### config.mk
export PLATFORM = sky130hd
export DESIGN_NAME = cau_root_cell
export DESIGN_NICKNAME = d
export VERILOG_FILES = /design/src/rtl/cau_pkg.sv /design/src/rtl/cau_root_cell.sv
export SDC_FILE = /design/constraint.sdc
export NUM_CORES = 1
export LEC_CHECK = 0
export ABC_CLOCK_PERIOD_IN_PS = 4000
export BUFFER_PORTS_ARGS = -buffer_cell sky130_fd_sc_hd__buf_2
export CORE_ASPECT_RATIO = 1.75
export CORE_MARGIN = 3
export CORE_UTILIZATION = 49
export DETAILED_ROUTE_END_ITERATION = 6
export GPL_TIMING_DRIVEN = 1
export PLACE_DENSITY_LB_ADDON = 0.12
export SLEW_MARGIN = 15
export SYNTH_ARGS = -nofsm -noshare
export SYNTH_HDL_FRONTEND = slang
export SYNTH_SLANG_ARGS = --single-unit
### constraint.sdc
create_clock -name clk -period 4 [get_ports clk]
set_input_delay 0.8 -clock clk [delete_from_list [all_inputs] [get_ports clk]]
set_output_delay 0.8 -clock clk [all_outputs]
set_load 0.01 [all_outputs]
### src/rtl/cau_pkg.sv
// Shared types, constants and helper functions for the complex arithmetic unit.
package cau_pkg;

    localparam int FRAC_BITS  = 16;
    localparam int W          = 32;
    localparam int CELL_STEPS = 32;
    localparam int R2_BITS    = W + FRAC_BITS;
    localparam int R2_STEPS   = (R2_BITS + 1) / 2;
    localparam int R2_SHIFT   = FRAC_BITS - 1 + (64 - 2 * R2_STEPS);
    localparam int NSTAGE     = 4 + CELL_STEPS + 1 + R2_STEPS + 1;

    typedef enum logic [2:0] {
        OP_ADD,
        OP_SUB,
        OP_MUL,
        OP_DIV,
        OP_CONJ,
        OP_MAG,
        OP_SQRT,
        OP_SCALE
    } op_t;

    typedef struct packed {
        logic [63:0] d;
        logic [63:0] p_re;
        logic [63:0] p_im;
        logic [31:0] lo_re;
        logic [31:0] lo_im;
        logic [31:0] q_re;
        logic [31:0] q_im;
    } div_t;

    typedef struct packed {
        logic [63:0] x;
        logic [32:0] r;
        logic [31:0] q;
    } root_t;

    typedef struct packed {
        op_t                op;
        logic [31:0]        res_re;
        logic [31:0]        res_im;
        logic               sat;
        logic               dz;
        logic               ovf_re;
        logic               ovf_im;
        logic               neg_re;
        logic               neg_im;
        logic               a_im_neg;
        logic signed [31:0] a_re;
    } side_t;

    typedef struct packed {
        logic [31:0] val;
        logic        sat;
    } pack_t;

    typedef struct packed {
        logic        neg;
        logic [63:0] mag;
    } split_t;

    function automatic split_t split(input logic signed [64:0] v);
        split_t s;
        logic signed [64:0] n;
        n = -v;
        s.neg = v[64];
        s.mag = v[64] ? n[63:0] : v[63:0];
        return s;
    endfunction

    function automatic pack_t pack32(input logic neg, input logic [63:0] mag);
        pack_t p;
        logic [63:0] n;
        n = 64'd0 - mag;
        p.sat = 1'b0;
        if (neg) begin
            if (mag > 64'h8000_0000) begin
                p.val = 32'h8000_0000;
                p.sat = 1'b1;
            end else begin
                p.val = n[31:0];
            end
        end else begin
            if (mag > 64'h7FFF_FFFF) begin
                p.val = 32'h7FFF_FFFF;
                p.sat = 1'b1;
            end else begin
                p.val = mag[31:0];
            end
        end
        return p;
    endfunction

endpackage

### src/rtl/cau_root_cell.sv
// One digit-pair step of the integer square root, registered.
module cau_root_cell (
    input  logic           clk,
    input  logic           en,
    input  cau_pkg::root_t din,
    output cau_pkg::root_t dout
);

    cau_pkg::root_t cell_reg;
    cau_pkg::root_t cell_next;
    logic [34:0]    t;
    logic [34:0]    trial;
    logic [35:0]    dif;

    always_comb
    begin
        cell_next   = din;
        t           = {din.r, din.x[63:62]};
        trial       = {1'b0, din.q, 2'b01};
        dif         = {1'b0, t} - {1'b0, trial};
        cell_next.r = dif[35] ? t[32:0] : dif[32:0];
        cell_next.q = {din.q[30:0], ~dif[35]};
        cell_next.x = {din.x[61:0], 2'b00};
    end

    always_ff @(posedge clk)
    begin
        if (en)
        begin
            cell_reg <= cell_next;
        end
    end

    assign dout = cell_reg;

endmodule

==> impl_metrics.json <==
{
  "arrival_ps": 3450,
  "cp-start-kind": "input port",
  "synth_edf_count": 127,
  "dieWidth_um": 91.77,
  "crit_path_end_kind": "register",
  "grt_overflow_total": 0,
  "crit_path_start": "din[15]",
  "n_antenna_cell": 0,
  "ys_warn_count": 0,
  "hold_start": "din[122]",
  "dpl-instance-area_um2": 7757,
  "die_area_um2": 14320,
  "post-route-period-util_pct": 82.12,
  "drive_gt1_share_pct": 44.07,
  "cts.sinks": 127,
  "antenna_found_initial": 0,
  "core-area_um2": 12500,
  "grt_usage_pct": 22.49,
  "numCtsBuffers": 17,
  "netlist_area_um2": 6307,
  "slowest_delay_ps": 580,
  "num_rows": 54,
  "die_y_um": 156.1,
  "ys_ff_latch": 127,
  "finalNetCount": 893,
  "gp_congestion": 0.9105,
  "power.density_nw_per_um2": 482.4,
  "hp-class": "input port to register",
  "p_leak_uw": 0.003812,
  "worstSetupPathType": "input port to register",
  "finalMaxSlewViolations": 0,
  "synth_area_leaders": "edfxtp_1 (60%), ha_1 (6.5%), mux2_4 (6.4%), inv_1 (2.4%), a21oi_1 (2.3%)",
  "clk_path_buf_depth": 2,
  "status": "complete, no violations",
  "htree_levels": 4,
  "finalHoldViolations": 0,
  "cts_tree": "yes",
  "vias": 4763,
  "period_minus_slack_ps": 3285,
  "drv_cap": 0,
  "area_growth_syn_to_layout_pct": 32.71,
  "wl_per_cell_um": 17.88,
  "final_common_cell": "buf_2",
  "worstMarginPinSlew_ps": 889.9,
  "drt-initial-drc-count": 298,
  "ctsResizeCount": 0,
  "ys_async_sr_fraction_pct": 0,
  "grt_pass1_wl_mm": 24.65,
  "remaining_drc_errors": 0,
  "largest_reg_flops": 127,
  "clk_pin_slew_worst_paths_ps": 60,
  "mostFrequentLayoutCells": "buf_2 (256), edfxtp_1 (127), inv_1 (40)",
  "crit_path_max_fanout": 6,
  "slew_headroom_pct": 40.67,
  "avgSynthCellArea_um2": 13.59,
  "grt_max_degree": 67,
  "synth_cells": 464,
  "yosys.area.top_type": "edfxtp_1",
  "post_cts_buffers": 0,
  "yosysTopAreaCellShare_pct": 60.46,
  "finalSetupTns_ps": 0,
  "final_cell_area_um2": 8371,
  "crit_slowest_cell": "nor4_1",
  "postRouteAntennaNets": 0,
  "drtPass1Iterations": 5,
  "crit_chain": "buf_2 -> inv_1 -> ha_1 -> a21o_1 -> a21oi_1 -> nor2_1 -> a211o_1 -> nor4_1 -> o41ai_1 -> xor2_1 -> mux2_4",
  "setup_viol": 0,
  "ys_types": 51,
  "drt_wl_total_mm": 16.27,
  "max-vdd-ir-drop_mv": 0.3066,
  "required_ps": 4170,
  "pin_count": 260,
  "fmax_mhz": 304.4,
  "grt_pass1_vias": 4870,
  "dp_hpwl_mm": 12.57,
  "clockRootBuffer": "clkbuf_16",
  "yosysSeqAreaShare_pct": 60.46,
  "via_per_inst": 5.234,
  "initial_utilization_pct": 50.46,
  "numPortBuffers": 257,
  "rsz0062_at_grt": "false",
  "dominantRegCellSynth": "edfxtp_1",
  "hold_buffers": 0
}
-- cells in the mapped netlist, drive strengths merged, types with 2 or more instances --
cell type,instances
nor2,22
a21oi,30
edfxtp,127
xnor2,16
mux2,30
a211o,6
and3,3
nand3,5
and2,3
o41ai,2
o211ai,4
buf,11
ha,33
o21a,3
o311ai,2
nand4,9
a31oi,5
a21o,16
clkbuf,4
nor4,2
nor3b,2
nor3,8
o31ai,2
o21ai,16
a211oi,4
nand2,25
xor2,15
nand2b,4
inv,40
o21bai,3
-- cells by family (layout without fill, tap and decap cells) --
| group | after synthesis | in the layout | synth area share [%] |
|---|---|---|---|
| flip-flops | 127 | 127 | 60.46 |
| AO/OA/AOI/OAI | 100 | 100 | 11.01 |
| AND/OR/NAND/NOR | 86 | 86 | 6.526 |
| XOR/XNOR | 31 | 31 | 4.305 |
| adder cells (fa/ha/maj) | 33 | 33 | 6.546 |
| buffers and inverters | 55 | 332 | 3.967 |
| other | 1 | 2 | 0.05945 |
| multiplexers | 31 | 31 | 7.122 |
-- metal layers --
metal | routed length [um] | part of all wire, % | global-route usage (%) | vias to the layer above
met3 | 1318 | 8.1 | 7.095 | 44
met4 | 575 | 3.5 | 10.70 | 0
met5 | 0 | 0 | 0 | -
li1 | - | - | - | 2269
met2 | 8888 | 55 | 42.31 | 234
met1 | 5484 | 34 | 21.91 | 2216
-- path summary, 6_finish.rpt --
path                         endpoint  slack (ps)  cells after the start
setup / recovery   dout[60]$_DFFE_PP_         720                     11
hold / removal    dout[124]$_DFFE_PP_         550                      1
-- final cells by class --
class | instances | area [um2]
Tap cell | 168 | 210.2
Timing Repair Buffer | 260 | 1336
Inverter | 40 | 150.1
Multi-Input combinational cell | 283 | 2247
Clock buffer | 18 | 429.2
Fill cell | 963 | 4129
Sequential cell | 127 | 3814
Clock inverter | 14 | 183.9
-- critical path, delay by kind of cell --
| kind | cells | cell delay [ps] |
|---|---|---|
| buf+inv | 2 | 130 |
| fa+ha+maj | 1 | 370 |
| simple gates | 2 | 670 |
| xor+xnor | 1 | 180 |
| mux | 1 | 280 |
| compound gates | 4 | 1010 |
-- through the flow --
stage          hold slack, ps  power, uW  cells  setup slack, ps  utilization [%]
6_report                553.0       4038    910            715.3            66.97
5_1_grt                 532.1       4196    910            595.0            66.97
4_1_cts                 538.3       4069    910            791.0            66.97
3_5_place_dp            978.4       2460    878            355.1            62.06
3_3_place_gp            977.2       2446    878            370.2            62.06
2_1_floorplan           898.9       2154    465            824.0                -
-- power breakdown --
part | switching (uW) | internal, uW | leakage, uW
logic | 409 | 359 | 0.00228
clock network | 613 | 993 | 0.000291
registers | 34.4 | 1630 | 0.00124
No activity file was read; power rests on OpenSTA's default activity.
