==> src/rtl/cau_pkg.sv <==
// Shared types, constants and helper functions for the complex arithmetic unit.
package cau_pkg;

    localparam int FRAC_BITS  = 16;
    localparam int W          = 32;
    localparam int CELL_STEPS = 32;
    localparam int R2_BITS    = W + FRAC_BITS;
    localparam int R2_STEPS   = (R2_BITS + 1) / 2;
    localparam int R2_SHIFT   = FRAC_BITS - 1 + (64 - 2 * R2_STEPS);
    localparam int NSTAGE     = 4 + CELL_STEPS + 1 + R2_STEPS + 1;

    typedef enum logic [2:0] {
        OP_ADD,
        OP_SUB,
        OP_MUL,
        OP_DIV,
        OP_CONJ,
        OP_MAG,
        OP_SQRT,
        OP_SCALE
    } op_t;

    typedef struct packed {
        logic [63:0] d;
        logic [63:0] p_re;
        logic [63:0] p_im;
        logic [31:0] lo_re;
        logic [31:0] lo_im;
        logic [31:0] q_re;
        logic [31:0] q_im;
    } div_t;

    typedef struct packed {
        logic [63:0] x;
        logic [32:0] r;
        logic [31:0] q;
    } root_t;

    typedef struct packed {
        op_t                op;
        logic [31:0]        res_re;
        logic [31:0]        res_im;
        logic               sat;
        logic               dz;
        logic               ovf_re;
        logic               ovf_im;
        logic               neg_re;
        logic               neg_im;
        logic               a_im_neg;
        logic signed [31:0] a_re;
    } side_t;

    typedef struct packed {
        logic [31:0] val;
        logic        sat;
    } pack_t;

    typedef struct packed {
        logic        neg;
        logic [63:0] mag;
    } split_t;

    function automatic split_t split(input logic signed [64:0] v);
        split_t s;
        logic signed [64:0] n;
        n = -v;
        s.neg = v[64];
        s.mag = v[64] ? n[63:0] : v[63:0];
        return s;
    endfunction

    function automatic pack_t pack32(input logic neg, input logic [63:0] mag);
        pack_t p;
        logic [63:0] n;
        n = 64'd0 - mag;
        p.sat = 1'b0;
        if (neg) begin
            if (mag > 64'h8000_0000) begin
                p.val = 32'h8000_0000;
                p.sat = 1'b1;
            end else begin
                p.val = n[31:0];
            end
        end else begin
            if (mag > 64'h7FFF_FFFF) begin
                p.val = 32'h7FFF_FFFF;
                p.sat = 1'b1;
            end else begin
                p.val = mag[31:0];
            end
        end
        return p;
    endfunction

endpackage

==> src/rtl/cau_div_cell.sv <==
// One restoring division step on both quotient parts, registered.
module cau_div_cell (
    input  logic          clk,
    input  logic          en,
    input  cau_pkg::div_t din,
    output cau_pkg::div_t dout
);

    cau_pkg::div_t cell_reg;
    cau_pkg::div_t cell_next;
    logic [64:0]   t_re;
    logic [64:0]   t_im;
    logic [65:0]   dif_re;
    logic [65:0]   dif_im;

    always_comb
    begin
        cell_next = din;
        t_re      = {din.p_re, din.lo_re[31]};
        t_im      = {din.p_im, din.lo_im[31]};
        dif_re    = {1'b0, t_re} - {2'b00, din.d};
        dif_im    = {1'b0, t_im} - {2'b00, din.d};
        cell_next.p_re  = dif_re[65] ? t_re[63:0] : dif_re[63:0];
        cell_next.p_im  = dif_im[65] ? t_im[63:0] : dif_im[63:0];
        cell_next.q_re  = {din.q_re[30:0], ~dif_re[65]};
        cell_next.q_im  = {din.q_im[30:0], ~dif_im[65]};
        cell_next.lo_re = {din.lo_re[30:0], 1'b0};
        cell_next.lo_im = {din.lo_im[30:0], 1'b0};
    end

    always_ff @(posedge clk)
    begin
        if (en)
        begin
            cell_reg <= cell_next;
        end
    end

    assign dout = cell_reg;

endmodule

==> config.mk <==
export PLATFORM = sky130hd
export DESIGN_NAME = cau_div_cell
export DESIGN_NICKNAME = d
export VERILOG_FILES = /design/src/rtl/cau_pkg.sv /design/src/rtl/cau_div_cell.sv
export SDC_FILE = /design/constraint.sdc
export NUM_CORES = 1
export LEC_CHECK = 0
export ABC_AREA = 1
export BUFFER_PORTS_ARGS = -buffer_cell sky130_fd_sc_hd__buf_2
export CORE_AREA = 2 2 248 250
export CTS_BUF_LIST = sky130_fd_sc_hd__clkbuf_2
export CTS_CLUSTER_DIAMETER = 80
export DETAILED_ROUTE_END_ITERATION = 8
export DIE_AREA = 0 0 250 252
export GPL_TIMING_DRIVEN = 1
export PLACE_DENSITY = 0.62
export SYNTH_ARGS = -nofsm -noshare
export SYNTH_HDL_FRONTEND = slang
export SYNTH_SLANG_ARGS = --single-unit
==> constraint.sdc <==
create_clock -name clk -period 3.96 [get_ports clk]
set_input_delay 0.396 -clock clk [delete_from_list [all_inputs] [get_ports clk]]
set_output_delay 0.396 -clock clk [all_outputs]
set_load 0.02 [all_outputs]
==> reports/metrics.csv <==
metric,value,unit
count of clock tree sinks,318,
top cell type's share of synthesized area,0.4035,
I/O Pins,642,
GRT Total Usage,0.3380,
CTS Buffer Depth,3,
Clock Pin Slew Worst Setup and Hold Paths,0.12,ns
Avg Synthesized Cell Area,6.986,µm²
compound-gate portion of the synthesized area,0.02247,
DIE WIDTH,250,µm
"most used cell, CP",nand2_1,
# port buffers,637,
"Hold Violations, Final",0,
total global routing overflow,0,
"area leader, netlist",edfxtp_1,
first-pass GRT wire length,158300,µm
pwr/cell area,319.1,nW/µm²
Worst Tran Pin Value,0.7754,ns
row cnt,90,
Slew headroom,0.4830,
dpl hpwl,84320,µm
routed len/inst,20.05,µm
Iteration-0 DRC Markers,2083,
synth top area cells,"edfxtp_1 (40%), nand2_1 (22%), inv_1 (11%), ha_1 (6.8%), nand3_1 (5.9%)",
Initial Util,0.3936,
Max VDD drop,192.0,µV
sequential fraction of the synthesis area,0.4035,
max incr delay on CP,0.57,ns
status,finished clean,
Hold Path Class,input pin to flip-flop,
core area,60130,µm²
Final Setup Violations,0,
pin count of the biggest net entering global routing,86,
Leakage,18.20,nW
Slowest cell on crit path,dlygate4sd3_1,
layout net count,5033,
die area,63000,µm²
drt total wl,108900,µm
Yosys reg bits,318,
Max Cap Viol,0,
fin. max-slew vios,0,
Register Area,9549,µm²
CTS tree,built,
synth warn,0,
Synth Area in Adders,0.06936,
number of flops mapped to enable cells by yosys,318,
Residual DRC,0,
ys async rst share,0,
global placer's final weighted congestion,1.060,
hold path endpoint,dout[83],
"Max FO, Critical Path",38,
Crit. End Element,flip-flop,
share of post-route cells with drive strength above 1,0.1868,
highest clock rate,0.3260,GHz
post-synthesis mux area share,0,
CP required,4.93,ns
main combinational cell family by area after synthesis,simple AND/OR/NAND/NOR gates,
most frequent cell after synthesis,nand2_1,
vias per inst,4.836,
antenna violations before repair,10,
setup tns final,0,ns
Synth Area in XOR/XNOR,0.02294,
RSZ-0062 raised after global routing,false,
worst hold path depth,2,
"Cell Area, Synth",23670,µm²
Vias,26280,
setup ws final,0.8925,ns
Antenna Violating Nets Remaining,0,
CTS root buffer,clkbuf_2,
H-tree levels,3,
Cell variety after synth,37,
cts bufs inserted,87,
DRT Pass-1 Iters,5,
synth cell count leaders,"nand2_1 (1,373), inv_1 (705), edfxtp_1 (318), nand3_1 (279), nor2_1 (212)",
CP Launch Type,input pin,
cell count after synthesis,3388,
vias in the first global route,25970,
CP Cell Sequence,dlygate4sd3_1 > buf_2 > inv_1 > ha_1 > nand2_1 > nor2_2 > nand2_1 > inv_1 > nand2_1 > a21oi_2 > nor2_4 > nand2_4 > buf_12 > nand2_1 > nand2_1 > dlygate4sd3_1,
Main synth FF type,edfxtp_1,
worst slack at placement,0.8332,ns
multi-input logic area,11120,µm²
Post-Synth Simple-Gate Area,0.3547,
post-route clock period utilization,0.7746,
Filler cells,5806,
kind of critical path,input pin to flip-flop,
Syn-to-layout area delta,41.24,%
critical path arrival,4.04,ns
beginning of the worst hold path,din[82],
Die Ht,252,µm
max FFs per register,318,
"Min Clock Period, post-route",3.068,ns
## report_power, final
part / internal (mW) / total [mW] / switching, mW
clock network: 0.897 / 2.48 / 1.58
registers: 4.16 / 4.29 / 0.134
logic: 1.36 / 3.90 / 2.54
## kinds of logic after synthesis
kind of cell | count (synthesis)
fa+ha+maj | 130
buf+inv | 764
simple gates | 2010
xor+xnor | 62
compound gates | 103
flops | 318
other cells | 1
## area by class of cell
cell class	count	share of cell area
antenna	6	0.0004492
clock inverter	37	0.005989
sequential	318	0.2857
inverter	724	0.08130
clock buffer	117	0.01752
tap	782	0.02927
multi-input combinational	2307	0.3326
timing repair buffer	1143	0.2472
## through the flow
| stage | cells | cell area, µm² | hold slack (ns) | utilization | power (mW) |
|---|---|---|---|---|---|
| 4_1_cts | 5428 | 33410 | 0.007800 | 0.5556 | 10.61 |
| 5_1_grt | 5433 | 33420 | 0.03460 | 0.5558 | 11.24 |
| 3_5_place_dp | 4783 | 27710 | 0.5742 | 0.4608 | 7.780 |
| 6_report | 5434 | 33430 | 0.07812 | 0.5559 | 10.67 |
| 2_1_floorplan | 3389 | 23670 | 0.4949 | - | 6.420 |
| 3_3_place_gp | 4783 | 27710 | 0.5722 | 0.4608 | 7.761 |
## worst max-delay path by stage
stage,slack [ns],from,end,depth (start not counted)
6_report,0.89,din[299],dout[194],16
5_1_grt,0.78,din[258],dout[194],20
4_1_cts,1.06,din[288],dout[194],18
3_5_place_dp,0.83,din[288],dout[171],15
3_3_place_gp,0.86,din[307],dout[171],13
2_1_floorplan,1.73,din[308],dout[183],14
## per-layer routing
layer,global-route usage,share of wire,wire length (µm),up-vias
met4,0.1938,0.060,6572,0
met2,0.5701,0.47,51220,1087
met1,0.4101,0.40,43540,11970
met3,0.05602,0.070,7612,299
li1,-,-,-,12930
met5,0,0,0,-
## what timing repair did
item / 4_1_cts / 5_1_grt
buffers inserted: 0 / 0
endpoints found under the hold margin: 394 / 0
gates resized for setup: 0 / 0
hold buffers: 491 / 0
## worst max-delay path, delay by kind of cell
family,cells,cell delay [ns]
adders and majority gates,1,0.51
AOI/OAI and AO/OA,1,0.19
buffers and inverters,6,1.72
and+or+nand+nor,8,1.18
## layout by cell type (no fill, tap or decap), types with 10 or more instances in the layout
cell type and count:
nand2_1 1373, inv_1 705, buf_2 636, dlygate4sd3_1 491
edfxtp_1 318, nand3_1 279, nor2_1 212, ha_1 128
clkbuf_2 117, a21oi_1 88, xor2_1 60, nand4_1 30
clkinv_1 25, nand3_2 22, nor3_1 22, nor2_2 19
inv_2 18, buf_4 12, nand3b_1 10
Note: power is estimated with default switching activity, not from simulation.
